**config.mk**
```make
export PLATFORM = sky130hd
export DESIGN_NAME = accessory_id_adc_classifier_core
export DESIGN_NICKNAME = d
export VERILOG_FILES = /design/src/hdl/acc_id_pkg.sv /design/src/hdl/accessory_id_adc_classifier_core.sv
export SDC_FILE = /design/constraint.sdc
export NUM_CORES = 1
export LEC_CHECK = 0
export BUFFER_PORTS_ARGS = -buffer_cell sky130_fd_sc_hd__buf_2
export CAP_MARGIN = 5
export CORE_MARGIN = 2
export CORE_UTILIZATION = 40
export CTS_CLUSTER_SIZE = 20
export DETAILED_ROUTE_END_ITERATION = 8
export PLACE_DENSITY = 0.69
export SYNTH_ARGS = -nofsm -noshare
export SYNTH_HDL_FRONTEND = slang
export SYNTH_SLANG_ARGS = --single-unit
```
**constraint.sdc**
```tcl
create_clock -name i_clk -period 3.9 [get_ports i_clk]
set_input_delay 0.585 -clock i_clk [delete_from_list [all_inputs] [get_ports i_clk]]
set_output_delay 0.585 -clock i_clk [all_outputs]
set_load 0.01 [all_outputs]
```
**src/hdl/acc_id_pkg.sv**
```systemverilog
// Shared types, constants and the range lookup for the accessory ID classifier.
package acc_id_pkg;

    localparam int NUM_CLASSES_DEF = 12;
    localparam int ADC_BITS_DEF    = 10;

    localparam int CLASS_W   = 4;
    localparam int READ_W    = 8;
    localparam int MATCH_W   = 4;
    localparam int ATTEMPT_W = 8;
    localparam int CFG_IDX_W = 2;
    localparam int CFG_DAT_W = 8;
    localparam int TABLE_LEN = 12;

    localparam logic [CLASS_W-1:0]   UNKNOWN_CLASS = 4'hF;
    localparam logic [MATCH_W-1:0]   MATCH_MAX     = 4'hF;
    localparam logic [ATTEMPT_W-1:0] ATTEMPT_MAX   = 8'hFF;

    localparam logic [MATCH_W-1:0]   REQ_MATCHES_RST   = 4'd3;
    localparam logic [ATTEMPT_W-1:0] ATTEMPT_LIMIT_RST = 8'd100;

    typedef enum logic [1:0] {
        CMD_SAMPLE = 2'd0,
        CMD_START  = 2'd1,
        CMD_FORGET = 2'd2
    } t_command;

    typedef enum logic [CFG_IDX_W-1:0] {
        REG_REQ_MATCHES   = 2'd0,
        REG_ATTEMPT_LIMIT = 2'd1
    } t_cfg_reg;

    typedef logic [READ_W-1:0] t_range_tops [TABLE_LEN];

    localparam t_range_tops RANGE_TOP = '{
        8'h0E, 8'h21, 8'h34, 8'h46, 8'h5C, 8'h73,
        8'h89, 8'hA0, 8'hBD, 8'hD9, 8'hEE, 8'hFF
    };

    // First range whose top is not below the reading; last class if none.
    function automatic logic [CLASS_W-1:0] classify(
        input logic [READ_W-1:0]  reading,
        input logic [CLASS_W-1:0] num_classes
    );
        logic [CLASS_W-1:0] cls;
        cls = num_classes - 4'd1;
        for (int i = TABLE_LEN - 1; i >= 0; i--) begin
            if ((CLASS_W'(i) < num_classes) && (reading <= RANGE_TOP[i])) begin
                cls = CLASS_W'(i);
            end
        end
        return cls;
    endfunction

endpackage

```
**src/hdl/accessory_id_adc_classifier_core.sv**
```systemverilog
// Accessory ID classifier: run control, reading debounce and range lookup.
//
// Identifies an accessory from its resistor-divider ADC reading. A start word
// opens a detection run; each sample word inside a run is one attempt. An
// inactive detect pin ends the run as not connected (class NUM_CLASSES-1); a
// failed ADC read just uses up the attempt; a good read keeps the top 8 ADC
// bits and counts equal readings in a row. Once required_matches equal
// readings are seen, the value is looked up in twelve fixed ranges and the
// run ends with that class. A run that uses attempt_limit attempts without a
// stable value ends as not connected with the unstable flag set. Each end of
// a run emits one result word with the class and a flag saying whether it
// differs from the last reported class; a forget word makes the last class
// unknown. Start, forget and ignored words give no result. Timing: one word
// is taken every cycle; the result appears in the output register, the only
// stage, in the cycle after acceptance. Input ready drops only while a result
// waits in that register and the sink holds off. Configuration writes are
// always taken and must only happen while the block is idle.
module accessory_id_adc_classifier_core
    import acc_id_pkg::*;
#(
    parameter int NUM_CLASSES = NUM_CLASSES_DEF,
    parameter int ADC_BITS    = ADC_BITS_DEF
) (
    input  logic                 i_clk,
    input  logic                 i_rst_n,
    // configuration write channel
    input  logic                 i_cfg_valid,
    output logic                 o_cfg_ready,
    input  logic [CFG_IDX_W-1:0] i_cfg_index,
    input  logic [CFG_DAT_W-1:0] i_cfg_data,
    // input word channel
    input  logic                 i_in_valid,
    output logic                 o_in_ready,
    input  logic [1:0]           i_command,
    input  logic                 i_pin_active,
    input  logic                 i_read_ok,
    input  logic [ADC_BITS-1:0]  i_adc_value,
    // result word channel
    output logic                 o_out_valid,
    input  logic                 i_out_ready,
    output logic [CLASS_W-1:0]   o_accessory_class,
    output logic                 o_changed,
    output logic                 o_unstable
);

    localparam logic [CLASS_W-1:0] NC_CLASS = CLASS_W'(NUM_CLASSES - 1);
    localparam logic [CLASS_W-1:0] NC_COUNT = CLASS_W'(NUM_CLASSES);

    // configuration registers
    logic [MATCH_W-1:0]   r_req_matches;
    logic [ATTEMPT_W-1:0] r_attempt_limit;

    // run state
    logic                 r_run_active,    n_run_active;
    logic [ATTEMPT_W-1:0] r_attempts,      n_attempts;
    logic [MATCH_W-1:0]   r_match_count,   n_match_count;
    logic [READ_W-1:0]    r_prev_reading,  n_prev_reading;
    logic                 r_prev_valid,    n_prev_valid;
    logic [CLASS_W-1:0]   r_last_class,    n_last_class;

    // result register
    logic                 r_out_valid,     n_out_valid;
    logic [CLASS_W-1:0]   r_out_class,     n_out_class;
    logic                 r_out_changed,   n_out_changed;
    logic                 r_out_unstable,  n_out_unstable;

    logic                 in_accept;
    logic [READ_W-1:0]    reading;
    logic [ATTEMPT_W-1:0] attempts_inc;
    logic [MATCH_W-1:0]   match_base;
    logic [MATCH_W-1:0]   match_inc;
    logic                 finish;
    logic [CLASS_W-1:0]   finish_class;
    logic                 finish_unstable;

    // Output register frees up when empty or being drained this cycle.
    assign o_in_ready  = !r_out_valid || i_out_ready;
    assign in_accept   = i_in_valid && o_in_ready;
    assign o_cfg_ready = 1'b1;

    assign reading      = i_adc_value[ADC_BITS-1 -: READ_W];
    assign attempts_inc = (r_attempts == ATTEMPT_MAX) ? r_attempts : r_attempts + 8'd1;
    // A new or different reading restarts the run of equal values.
    assign match_base   = (!r_prev_valid || (reading != r_prev_reading)) ? '0 : r_match_count;
    assign match_inc    = (match_base == MATCH_MAX) ? match_base : match_base + 4'd1;

    always_comb begin
        n_run_active    = r_run_active;
        n_attempts      = r_attempts;
        n_match_count   = r_match_count;
        n_prev_reading  = r_prev_reading;
        n_prev_valid    = r_prev_valid;
        n_last_class    = r_last_class;
        finish          = 1'b0;
        finish_class    = NC_CLASS;
        finish_unstable = 1'b0;

        if (in_accept) begin
            case (i_command)
                CMD_START: begin
                    n_run_active   = 1'b1;
                    n_attempts     = '0;
                    n_match_count  = '0;
                    n_prev_reading = '0;
                    n_prev_valid   = 1'b0;
                end
                CMD_FORGET: begin
                    n_last_class = UNKNOWN_CLASS;
                end
                CMD_SAMPLE: begin
                    if (r_run_active) begin
                        n_attempts = attempts_inc;
                        if (!i_pin_active) begin
                            finish = 1'b1;
                        end else begin
                            if (i_read_ok) begin
                                n_match_count  = match_inc;
                                n_prev_reading = reading;
                                n_prev_valid   = 1'b1;
                            end
                            // stable value wins over the attempt limit
                            if (i_read_ok && (match_inc >= r_req_matches)) begin
                                finish       = 1'b1;
                                finish_class = classify(reading, NC_COUNT);
                            end else if (attempts_inc >= r_attempt_limit) begin
                                finish          = 1'b1;
                                finish_unstable = 1'b1;
                            end
                        end
                    end
                end
                default: begin
                    // unused command code: ignored
                end
            endcase
            if (finish) begin
                n_run_active = 1'b0;
                n_last_class = finish_class;
            end
        end
    end

    always_comb begin
        n_out_valid    = r_out_valid && !i_out_ready;
        n_out_class    = r_out_class;
        n_out_changed  = r_out_changed;
        n_out_unstable = r_out_unstable;
        if (in_accept) begin
            n_out_valid = finish;
            if (finish) begin
                n_out_class    = finish_class;
                n_out_changed  = (finish_class != r_last_class);
                n_out_unstable = finish_unstable;
            end
        end
    end

    always_ff @(posedge i_clk) begin
        if (!i_rst_n) begin
            r_req_matches   <= REQ_MATCHES_RST;
            r_attempt_limit <= ATTEMPT_LIMIT_RST;
            r_run_active    <= 1'b0;
            r_attempts      <= '0;
            r_match_count   <= '0;
            r_prev_reading  <= '0;
            r_prev_valid    <= 1'b0;
            r_last_class    <= UNKNOWN_CLASS;
            r_out_valid     <= 1'b0;
        end else begin
            if (i_cfg_valid && o_cfg_ready) begin
                case (i_cfg_index)
                    REG_REQ_MATCHES:   r_req_matches   <= i_cfg_data[MATCH_W-1:0];
                    REG_ATTEMPT_LIMIT: r_attempt_limit <= i_cfg_data[ATTEMPT_W-1:0];
                    default: begin
                        // write beyond the register list: dropped
                    end
                endcase
            end
            r_run_active   <= n_run_active;
            r_attempts     <= n_attempts;
            r_match_count  <= n_match_count;
            r_prev_reading <= n_prev_reading;
            r_prev_valid   <= n_prev_valid;
            r_last_class   <= n_last_class;
            r_out_valid    <= n_out_valid;
        end
    end

    always_ff @(posedge i_clk) begin
        r_out_class    <= n_out_class;
        r_out_changed  <= n_out_changed;
        r_out_unstable <= n_out_unstable;
    end

    assign o_out_valid       = r_out_valid;
    assign o_accessory_class = r_out_class;
    assign o_changed         = r_out_changed;
    assign o_unstable        = r_out_unstable;

endmodule

```
# Word-level counts from Yosys, hierarchy flattened
# Index checks and enable logic that the tools add are counted.
# word_totals
reg_bits	45
input_bits	29
output_inout_bits	9
elab_cells	106
# classes
add_sub_neg	2
magnitude_cmp	13
eq_ne	10
mux	45
n_bitwise	3
reduce_logical	21
# ops
cell	n
$mux W4	22
$le A8 B8 Y1 const B	5
$mux W8	5
$pmux W8 S2	2
$le A8 B7 Y1 const B	3
$le A8 B6 Y1 const B	2
$mux W1	14
$reduce_and A2 Y1	5
$add A8 B1 Y8 const B	1
$eq A8 B8 Y1 const B	1
$ge A8 B8 Y1	1
$le A8 B4 Y1 const B	1
$ne A8 B8 Y1	1
$pmux W4 S2	1
$ne A2 B2 Y1 const B	3
$reduce_bool A2 Y1	3
$reduce_and A5 Y1	1
$add A4 B1 Y4 const B	1
$eq A2 B1 Y1 const B	2
$eq A4 B4 Y1 const B	1
$ge A4 B4 Y1	1
$logic_not A2 Y1	2
$ne A4 B4 Y1	1
$reduce_or A4 Y1	1
other kinds (7)	14

# Logic depth before layout (Yosys ltp)
# Gate-level depths: netlist of run 1.
# logic_depth
word_depth	18
depth_mapped	16
depth_no_buf	15

# Least setup slack after synthesis of run 1
# Ideal clock, no wire load.
# synth_timing
path_kind	in2reg
startpoint	input port i_adc_value[9]
endpoint	register r_out_valid, in the netlist o_out_valid
setup_ns	0.115
arrival_ns	3.744
t_required_ns	3.785
setup_slack_ns	0.041
stages	15
path_buffers	1
cell_sequence	clkbuf_1 > xor2_1 > nor4_1 > nand4_1 > nor2_1 > ha_1 > nand3_1 > nor2_1 > mux2_2 > ha_1 > a2111o_1 > a31oi_1 > and2_1 > nor2_1 > o21a_1
# synth_via
elab_chain_len	14
# synth_lines
element	line	rtl
start: declaration	accessory_id_adc_classifier_core.sv:37	input logic [ADC_BITS-1:0] i_adc_value,
$ne A8 B8 Y1 (*)	accessory_id_adc_classifier_core.sv:84	assign match_base = (!r_prev_valid || (reading != r_prev_reading)) ? '0 : r_match_count;
$logic_or A1 B1 Y1 (*)	accessory_id_adc_classifier_core.sv:84	
$mux W4 (*)	accessory_id_adc_classifier_core.sv:84	
$add A4 B1 Y4 / $eq A4 B4 Y1 (equally long branches)	accessory_id_adc_classifier_core.sv:85	assign match_inc = (match_base == MATCH_MAX) ? match_base : match_base + 4'd1;
$mux W4 (*)	accessory_id_adc_classifier_core.sv:85	
$ge A4 B4 Y1 (*)	accessory_id_adc_classifier_core.sv:122	if (i_read_ok && (match_inc >= r_req_matches)) begin
$logic_and A1 B1 Y1 (*)	accessory_id_adc_classifier_core.sv:122	
$mux W1 (*)	accessory_id_adc_classifier_core.sv:122	
$mux W1 (*)	accessory_id_adc_classifier_core.sv:113	if (!i_pin_active) begin
$mux W1 (*)	accessory_id_adc_classifier_core.sv:111	if (r_run_active) begin
$mux W1 (*)	accessory_id_adc_classifier_core.sv:99	case (i_command)
$mux W1 (*) (2 in series)	accessory_id_adc_classifier_core.sv:98	if (in_accept) begin
$mux W1 (*)	accessory_id_adc_classifier_core.sv:148	if (in_accept) begin
end signal: assignment	accessory_id_adc_classifier_core.sv:185	r_out_valid <= n_out_valid;
end: declaration	accessory_id_adc_classifier_core.sv:62	logic r_out_valid, n_out_valid;
# Mark *: on every way between the ends. The rest lies on a longest branch, timed or not. The select of a mux whose other input is x is not followed.
# A chain may end at the register's enable or synchronous reset.

# Final worst setup path of run 1
# layout_timing
startpoint	input port i_adc_value[7]
endpoint	register r_out_changed, in the netlist o_changed (data pin)
# layout_via
elab_chain_len	18
# layout_lines
element	line	rtl
$le A8 B8 Y1	acc_id_pkg.sv:48	if ((CLASS_W'(i) < num_classes) && (reading <= RANGE_TOP[i])) begin
$mux W1	acc_id_pkg.sv:48	
$mux W4 (10 in series)	acc_id_pkg.sv:48	
$mux W4 (*)	accessory_id_adc_classifier_core.sv:122	
$mux W4 (*)	accessory_id_adc_classifier_core.sv:113	
$mux W4 (*)	accessory_id_adc_classifier_core.sv:111	
$mux W4 (*)	accessory_id_adc_classifier_core.sv:99	
$mux W4 (*)	accessory_id_adc_classifier_core.sv:98	
$ne A4 B4 Y1 (*)	accessory_id_adc_classifier_core.sv:152	n_out_changed = (finish_class != r_last_class);
end signal: assignment	accessory_id_adc_classifier_core.sv:191	r_out_changed <= n_out_changed;
end: declaration	accessory_id_adc_classifier_core.sv:64	logic r_out_changed, n_out_changed;
# Mark *: on every way between the ends. The rest lies on a longest branch, timed or not.

==> qor.csv, run 1 <==
metric;value;unit
status;completed;
skew;0.0149;ns
ys_ff_latch;45;
htreeDepth;2;
gp_congestion;0.772;
stdcell_count;445;
post_synth_inst_count;323;
final_core_utilization;47.5;%
cts_sinks;45;
end_kind;flop;
min_path_type;flop to flop;
postCtsSetupBuffers;0;
finalMaxSlewViolations;0;
layout_min_cycle_time;3.60;ns
timing.rr.start;r_prev_reading[7];
dpl_cell_area;3090;um^2
path_class;primary input to flop;
grt_max_degree;43;
yosysWarnings;0;
cts_buffers;5;
cp_data_arrival_time;3.66;ns
avgSynthCellArea;8.55;um^2
dp_hpwl;4320;um
finalCritPeriodShare;92.3;%
root_buffer;clkbuf_8;
grtUsageTotal;16.6;%
dieArea;7590;um^2
async_flop_share;0;%
max_freq;278;MHz
layout-drive-gt1-share;21.1;%
hold_depth;2;
ant_nets;0;
grt-busiest-layer;met2;
hold_viol;0;
dp_slack;-0.133;ns
leakage;1.31;nW
vias;2405;
r2r-end;o_changed;
io_pins;38;
slew_headroom;32.2;%
synth-edff-count;6;
fin_nets;407;
n_antenna_cell;0;
viasPerCell;5.40;
syn_nets;366;
fin_tns_setup;0;ns
die_w;87.1;um
met1_usage;21.4;%
rows;30;
dp.cells;437;
core-area;6760;um^2
ys.flop_type;dfxtp_1;
area_growth;16.3;%
antenna_found_initial;0;
worstSetupStartpointType;primary input;
firstDrtPassIters;4;
clock_path_buffers;2;
final_cell_area;3210;um^2
ir_worst_vdd;126;uV
start_util;40.9;%
r2r_slack;0.33;ns
syn_area;2760;um^2
clock_latency;0.31;ns
wl_per_cell;13.3;um
hp-start;r_req_matches[0];
p_per_area;293;nW/um^2
met2_usage;28.3;%
gr-total-overflow;0;
rsz0062_at_grt;false;
drtIter0Drc;109;
grt_pass1_wl;10200;um
yosysUniqueCellTypes;52;
die_h;87.1;um
ff2ff_path_depth;14;
portBuffers;34;
ys_seq_area_share;34.8;%
drc_errors;0;
worst_pin_slew;1.01;ns
hold_end;r_req_matches[0];
path_max_fanout;4;
worst_slack;0.302;ns
first_global_vias;2358;
max-cap-violations;0;
required;3.96;ns
routed_wl;5910;um
finalSetupViolCount;0;
gr-usage-met3;2.65;%
clk_pin_slew_worst_paths;0.09;ns
cts_tree;done;
[final cells by class]
type | count | area, um^2
clock buffers | 6 | 72.6
clock inverters | 2 | 38.8
fillers | 664 | 3540
inverters | 24 | 90.1
multi-input cells | 237 | 1650
flip-flops and latches | 45 | 961
well taps | 80 | 100
repair buffers | 51 | 298
[Yosys cell counts (all sizes together) (4+ instances only)]
cell / n / area (um^2)
a31o: 4 / 35.0
nor2: 24 / 90.1
a21boi: 4 / 30.0
nand3: 11 / 60.1
nor2b: 27 / 169
o21ai: 18 / 90.1
nor3: 8 / 40.0
nand2: 18 / 67.6
a22oi: 14 / 105
edfxtp: 6 / 180
clkbuf: 13 / 48.8
xnor2: 6 / 52.6
a21oi: 12 / 60.1
mux2i: 6 / 60.1
nand4: 4 / 25.0
mux2: 4 / 45.0
dfxtp: 39 / 781
o21a: 4 / 30.0
nand2b: 6 / 37.5
ha: 14 / 175
a31oi: 4 / 25.0
xor2: 8 / 70.1
inv: 24 / 90.1
buf: 4 / 31.3
[critical path: stages]
cell and delay [ns]:
buf_2 0.12, xor2_1 0.15, nor4_2 0.29, nand4_1 0.22, nor2_1 0.15, ha_1 0.18, nand3_1 0.12, nor2_1 0.13
mux2_2 0.36, ha_1 0.27, a2111o_1 0.47, nand3_2 0.14, nor4_1 0.06, a311oi_1 0.30, nand3_1 0.11
[how the worst max path moves through the flow]
stage,cells past startpoint,from,to
after floorplan,15,i_adc_value[9],o_out_valid
after global placement,14,i_adc_value[9],o_changed
after detailed placement,14,i_adc_value[9],o_accessory_class[0]
after CTS,14,i_adc_value[9],o_accessory_class[0]
after global routing,15,i_adc_value[9],r_last_class[2]
final,15,i_adc_value[7],o_changed
[state kept, by name, indices dropped and copies added, names as in the netlist, 4 cells and up]
name and cells:
o_accessory_class 4, r_attempt_limit 8, r_attempts 8, r_last_class 4, r_match_count 4, r_prev_reading 8, r_req_matches 4
[what timing repair did]
action	CTS	global route
endpoints found under the hold margin	0	0
endpoints found under the setup margin	0	12
hold buffers	0	0
gates resized for setup	0	3
[layer usage]
layer	vias up	share of wire (%)
li1	1227	-
met1	1132	49
met2	41	47
met3	5	2.7
met4	0	1.3
met5	-	0
[cell usage in the layout, fill, tap and decap left out, drive strengths merged, types with 8 or more instances in the layout]
cell	count
ha	14
a22oi	14
nor3	8
inv	24
nand3	11
nor2	24
o21ai	18
nand2	18
a21oi	12
xor2	8
nor2b	27
dfxtp	39
buf	51
[where the power goes]
part	internal, mW	switching [mW]	total [mW]
sequential	0.473	0.00268	0.476
combinational	0.0456	0.0595	0.105
clock	0.193	0.166	0.359
total	0.712	0.229	0.940
[per-stage QoR]
stage | hold WS, ns | total power, mW
after detailed placement | 0.485 | 0.590
final | 0.502 | 0.940
after CTS | 0.502 | 0.951
after global routing | 0.531 | 0.983
after global placement | 0.480 | 0.587
after floorplan | 0.448 | 0.553
[logic make-up (layout without fill, tap and decap cells)]
family / after synthesis / in the layout / share of synthesized area [%]
XOR/XNOR: 14 / 14 / 4.44
multiplexers: 10 / 10 / 3.80
AND/OR/NAND/NOR: 119 / 119 / 24.1
buffers and inverters: 41 / 83 / 6.16
AO/OA/AOI/OAI: 79 / 79 / 20.2
other: 1 / 1 / 0.136
adder cells (fa/ha/maj): 14 / 14 / 6.34
flip-flops: 45 / 45 / 34.8
Note: power is estimated with default switching activity, not from simulation.
==> run 2: changes to the inputs <==
--- a/config.mk
+++ b/config.mk
@@ -5,6 +5,7 @@
 export SDC_FILE = /design/constraint.sdc
 export NUM_CORES = 1
 export LEC_CHECK = 0
+export ABC_AREA = 1
 export BUFFER_PORTS_ARGS = -buffer_cell sky130_fd_sc_hd__buf_2
 export CAP_MARGIN = 5
 export CORE_MARGIN = 2
==> run 2 against run 1 <==
  * Clock power down 15%
  * Worst setup slack better by 0.097 ns
  * Cell area down 3.6%
==> qor.csv, run 2 <==
metric;value;unit;change
whs;0.463;ns;was 0.502 ns
die_w;86.5;um;was 87.1 um
syn_area;2720;um^2;was 2760 um^2
slew_headroom;49.6;%;was 32.2%
grt-busiest-layer;met2;;unchanged
finalCritPeriodShare;89.8;%;was 92.3%
grtUsageTotal;16.4;%;was 16.6%
met1_usage;21.1;%;was 21.4%
antenna_found_initial;0;;unchanged
rows;30;;unchanged
top_regs;r_attempt_limit (8), r_attempts (8), r_prev_reading (8);;unchanged
worst_slack;0.398;ns;was 0.302 ns
rsz0062_at_grt;false;;unchanged
firstDrtPassIters;5;;was 4
start_util;40.7;%;was 40.9%
gr-total-overflow;0;;unchanged
dp_hpwl;4410;um;was 4320 um
root_buffer;clkbuf_8;;unchanged
routed_wl;5730;um;was 5910 um
postCtsHoldBufs;0;;unchanged
finalPower;896;uW;was 940 uW
yosysWarnings;0;;unchanged
ff2ff_path_depth;23;;was 14
synth_area_leader_cell;dfxtp_1;;unchanged
clock_path_buffers;2;;unchanged
layout_min_cycle_time;3.50;ns;was 3.60 ns
worstSetupStartpointType;primary input;;unchanged
max-cap-violations;0;;unchanged
layout_commonest_cell;nand2_1;;was dfxtp_1
ant_nets;0;;unchanged
hold_depth;2;;unchanged
vias;2546;;was 2405
skew;0.00485;ns;was 0.0149 ns
yosysMostFrequentCell;nand2_1;;was dfxtp_1
path_max_fanout;6;;was 4
ctsResizeCount;0;;unchanged
required;3.96;ns;about the same
fin_tns_setup;0;ns;unchanged
synth_area_leaders;dfxtp_1, nand2_1, a21oi_1;;was dfxtp_1, edfxtp_1, ha_1
dp_slack;0.100;ns;was -0.133 ns
avgSynthCellArea;6.83;um^2;was 8.55 um^2
stdcell_count;518;;was 445
synthTopCellsByCount;nand2_1, inv_1, a21oi_1, dfxtp_1, nor2_1;;was dfxtp_1, nor2b_1, inv_1, nor2_1
cp_data_arrival_time;3.56;ns;was 3.66 ns
dp.cells;510;;was 437
wl_per_cell;11.1;um;was 13.3 um
status;completed;;unchanged
layout-drive-gt1-share;16.2;%;was 21.1%
htreeDepth;2;;unchanged
gr-usage-met3;2.95;%;was 2.65%
drtIter0Drc;109;;unchanged
power.switching;234;uW;was 229 uW
drc_errors;0;;unchanged
pwr-share-clk;33.9;%;was 38.2%
ys_ff_latch;45;;unchanged
post_synth_inst_count;398;;was 323
clock_latency;0.30;ns;was 0.31 ns
clk_pin_slew_worst_paths;0.09;ns;about the same
end_kind;flop;;unchanged
gp_congestion;0.838;;was 0.772
internal_power;662;uW;was 712 uW
ys.flop_type;dfxtp_1;;unchanged
core-area;6680;um^2;was 6760 um^2
worst_pin_slew;0.751;ns;was 1.01 ns
cts_buffers;5;;unchanged
p_comb_share;12.2;%;was 11.2%
seq_power_share;53.9;%;was 50.6%
viasPerCell;4.92;;was 5.40
n_antenna_cell;0;;unchanged
most-common-layout-cells;nand2_1, inv_1, a21oi_1;;was dfxtp_1, buf_2, nor2b_1
synth-edff-count;6;;unchanged
die_h;86.5;um;was 87.1 um
ir_worst_vdd;144;uV;was 126 uV
leakage;1.43;nW;was 1.31 nW
p_sw_share;26.2;%;was 24.3%
ys_seq_area_share;35.3;%;was 34.8%
async_flop_share;0;%;unchanged
finalMaxSlewViolations;0;;unchanged
path_class;primary input to flop;;unchanged
grt_pass1_wl;10100;um;was 10200 um
cts_tree;done;;unchanged
finalSetupViolCount;0;;unchanged
met2_usage;28.5;%;was 28.3%
grt_max_degree;27;;was 43
hold_viol;0;;unchanged
area_growth;13.8;%;was 16.3%
cts_sinks;45;;unchanged
io_pins;38;;unchanged
yosysUniqueCellTypes;36;;was 52
portBuffers;34;;unchanged
fin_nets;480;;was 407
max_freq;286;MHz;was 278 MHz
fillCellCount;693;;was 664
syn_nets;441;;was 366
postCtsSetupBuffers;0;;unchanged
p_per_area;289;nW/um^2;was 293 nW/um^2
first_global_vias;2332;;was 2358
yosysTopAreaCellShare;28.7;%;was 28.3%
min_path_type;flop to flop;;unchanged
dieArea;7480;um^2;was 7590 um^2
## run 2: cell types whose count changed in the layout (fill, tap and decap cells not counted), sizes merged, moves of 4 or more
cell | before | now
buf | 51 | 42
nor2b | 27 | 0
inv | 24 | 52
a21oi | 12 | 42
mux2i | 6 | 0
mux2 | 4 | 0
nand2 | 18 | 125
a22oi | 14 | 0
clkinv | 1 | 5
a31o | 4 | 0
nand2b | 6 | 0
nand3 | 11 | 17
## run 2: final timing paths
kind | slack [ns] | to | start
worst max-delay path | 0.40 | o_changed | i_adc_value[2]
worst min-delay path | 0.46 | r_attempt_limit[3] | r_attempt_limit[3]
worst max register to register | 0.46 | o_changed | r_prev_reading[0]
worst min register to register | 0.46 | r_attempt_limit[3] | r_attempt_limit[3]
## run 2: area by class of cell
class	count	area, um^2	area share [%]
Multi-Input combinational cell	288	1500	48.5
Sequential cell	45	961	31.0
Inverter	55	206	6.67
Clock buffer	6	82.6	2.67
Tap cell	80	100	3.23
Clock inverter	2	13.8	0.444
Timing Repair Buffer	42	230	7.43
## run 2: power by group through the flow
| stage | Combinational, mW | Sequential [mW] | Clock, mW |
|---|---|---|---|
| after floorplan | 0.0733 | 0.493 | 0 |
| after global placement | 0.108 | 0.493 | 0 |
| after detailed placement | 0.109 | 0.493 | 0 |
| after CTS | 0.110 | 0.483 | 0.315 |
| after global routing | 0.126 | 0.484 | 0.339 |
| final | 0.109 | 0.483 | 0.304 |
## run 2: through the flow
| step | util [%] | area [um^2] |
|---|---|---|
| after global placement | 44.9 | 3000 |
| after CTS | 46.3 | 3100 |
| final | 46.3 | 3100 |
| after detailed placement | 44.9 | 3000 |
| after floorplan | - | 2720 |
| after global routing | 46.3 | 3100 |
## run 2: critical path: stages
cell and delay (ns):
buf_2 0.13, nand2_1 0.06, o21ai_0 0.07, nor2_1 0.09, o2111ai_1 0.12, nor2_1 0.14, nand2_2 0.12, nor2_1 0.20
ha_1 0.25, nand3_2 0.11, o21a_1 0.20, ha_1 0.29, inv_1 0.05, o21bai_1 0.13, nand3_1 0.08, nand3_1 0.10
nand2_1 0.12, a21oi_1 0.25, nand2_1 0.11, nand2_1 0.07, nand4_1 0.09, nor2_1 0.10, nand3_1 0.08
## run 2: cells by family (layout without fill, tap and decap cells)
logic type | count (synthesis) | count (layout) | share of synthesized area (%)
AND/OR/NAND/NOR | 186 | 186 | 29.1
AO/OA/AOI/OAI | 77 | 77 | 16.3
buffers and inverters | 65 | 105 | 9.43
flip-flops | 45 | 45 | 35.3
adder cells (fa/ha/maj) | 14 | 14 | 6.44
XOR/XNOR | 10 | 10 | 3.22
other | 1 | 1 | 0.138
## run 2: per-layer routing
layer,up-vias,wire length (um)
met2,47,2770
met4,0,49
met3,5,210
met5,-,0
met1,1123,2700
li1,1371,-
==> run 3: changes to the inputs <==
--- a/config.mk
+++ b/config.mk
@@ -13,6 +13,7 @@
 export CTS_CLUSTER_SIZE = 20
 export DETAILED_ROUTE_END_ITERATION = 8
 export PLACE_DENSITY = 0.69
+export SETUP_SLACK_MARGIN = 0.4
 export SYNTH_ARGS = -nofsm -noshare
 export SYNTH_HDL_FRONTEND = slang
 export SYNTH_SLANG_ARGS = --single-unit
==> run 3 against run 2 <==
  * First-iteration DRC count rose by 22%
  * Core utilization rose by 2.2 points
  * Cell area rose by 4.7%
  * Largest cell class unchanged
  * Critical path depth rose by 2
  * Worst setup slack improved by 0.15 ns
==> qor.csv, run 3 (synthesized netlist as in run 2, its figures left out) <==
metric;value;unit;change
htreeDepth;2;;unchanged
worst_slack;0.546;ns;was 0.398 ns
worst_pin_slew;0.752;ns;was 0.751 ns
gp_congestion;0.838;;unchanged
fin_tns_setup;0;ns;unchanged
layout_min_cycle_time;3.35;ns;was 3.50 ns
clk_pin_slew_worst_paths;0.09;ns;about the same
grtUsageTotal;16.4;%;unchanged
dieArea;7480;um^2;unchanged
slew_headroom;49.6;%;about the same
grt_pass1_wl;10100;um;unchanged
n_antenna_cell;0;;unchanged
required;3.95;ns;was 3.96 ns
multi_input_area;1590;um^2;was 1500 um^2
hold_end;r_attempt_limit[3];;unchanged
status;completed;;unchanged
first_global_vias;2332;;unchanged
r2r_slack;0.58;ns;was 0.46 ns
layout_commonest_cell;nand2_1;;unchanged
clock_latency;0.29;ns;was 0.30 ns
antenna_found_initial;0;;unchanged
final_core_utilization;48.5;%;was 46.3%
portBuffers;34;;unchanged
fillCellCount;672;;was 693
max_stage_delay;0.27;ns;was 0.29 ns
path_max_fanout;6;;unchanged
start_util;40.7;%;unchanged
cts_sinks;45;;unchanged
finalCritPeriodShare;86.0;%;was 89.8%
core-area;6680;um^2;unchanged
dp_hpwl;4410;um;unchanged
grt_max_degree;27;;unchanged
hold_depth;2;;unchanged
max_freq;298;MHz;was 286 MHz
area_growth;19.2;%;was 13.8%
io_pins;38;;unchanged
die_h;86.5;um;unchanged
hold_viol;0;;unchanged
min_path_type;flop to flop;;unchanged
routed_wl;5960;um;was 5730 um
drtIter0Drc;133;;was 109
cts_tree;done;;unchanged
finalSetupViolCount;0;;unchanged
dp_slack;0.100;ns;unchanged
slowest_stage;ha_4;;was ha_1
path_class;primary input to flop;;unchanged
worstSetupStartpointType;primary input;;unchanged
leakage;1.48;nW;was 1.43 nW
rows;30;;unchanged
ir_worst_vdd;144;uV;about the same
ff2ff_path_depth;25;;was 23
max-cap-violations;0;;unchanged
register_area;961;um^2;unchanged
root_buffer;clkbuf_8;;unchanged
drc_errors;0;;unchanged
cts_buffers;5;;unchanged
ant_nets;0;;unchanged
postCtsHoldBufs;0;;unchanged
gr-total-overflow;0;;unchanged
wl_per_cell;11.4;um;was 11.1 um
whs;0.462;ns;was 0.463 ns
fin_nets;487;;was 480
end_kind;flop;;unchanged
firstDrtPassIters;4;;was 5
die_w;86.5;um;unchanged
clock_path_buffers;2;;unchanged
r2r-end;o_changed;;unchanged
hp-start;r_attempt_limit[3];;unchanged
timing.rr.start;r_prev_reading[0];;unchanged
rsz0062_at_grt;false;;unchanged
vias;2576;;was 2546
p_per_area;278;nW/um^2;was 289 nW/um^2
layout-drive-gt1-share;20.7;%;was 16.2%
most-common-layout-cells;nand2_1, inv_1, a21oi_1, dfxtp_1, buf_2;;was nand2_1, inv_1, a21oi_1
skew;0.00262;ns;was 0.00485 ns
top_regs;r_attempt_limit (8), r_attempts (8), r_prev_reading (8);;unchanged
viasPerCell;4.91;;was 4.92
cp_data_arrival_time;3.41;ns;was 3.56 ns
finalMaxSlewViolations;0;;unchanged
==> run 3: final cells by class <==
cell class / count / share of cell area, %
clock inverters: 2 / 0.424
well taps: 80 / 3.09
inverters: 55 / 6.37
repair buffers: 49 / 9.03
flip-flops and latches: 45 / 29.6
multi-input cells: 288 / 48.9
clock buffers: 6 / 2.55
==> run 3: stage by stage <==
| stage | instances | cell area [um^2] | total power [mW] |
|---|---|---|---|
| finish | 525 | 3240 | 0.903 |
| global route | 525 | 3240 | 0.954 |
| CTS | 518 | 3100 | 0.907 |
| detailed placement | 510 | 3000 | 0.602 |
| global placement | 510 | 3000 | 0.601 |
| floorplan | 398 | 2720 | 0.566 |
==> run 3: repair_timing <==
item                                    in CTS  in global routing
buffers inserted                             0                  7
gates resized for setup                      0                 24
endpoints found under the setup margin       0                 13
==> run 3: worst max path at each step <==
stage,depth (start not counted),from,to
after CTS,23,i_adc_value[2],o_changed
after detailed placement,23,i_adc_value[2],o_changed
after floorplan,20,i_adc_value[6],o_changed
after global placement,24,i_adc_value[2],o_changed
after global routing,25,r_prev_reading[0],o_changed
final,25,i_adc_value[2],o_changed
==> run 3: worst max-delay path: cells and delay by family <==
family                     cells  cell delay (ns)
AOI/OAI and AO/OA              5             0.64
adders and majority gates      1             0.27
buffers and inverters          5             0.58
and+or+nand+nor               14             1.33
==> run 3: per-layer routing <==
layer	up-vias	routed length, um	track usage (%)
li1	1393	-	-
met2	37	2940	28.5
met1	1141	2810	21.1
met4	0	49	3.84
met3	5	161	2.95
met5	-	0	0
==> run 3: where the power goes <==
group / internal, mW / switching, mW / leakage, nW
sequential: 0.478 / 0.00452 / 0.373
combinational: 0.0414 / 0.0733 / 1.05
clock: 0.144 / 0.161 / 0.0512
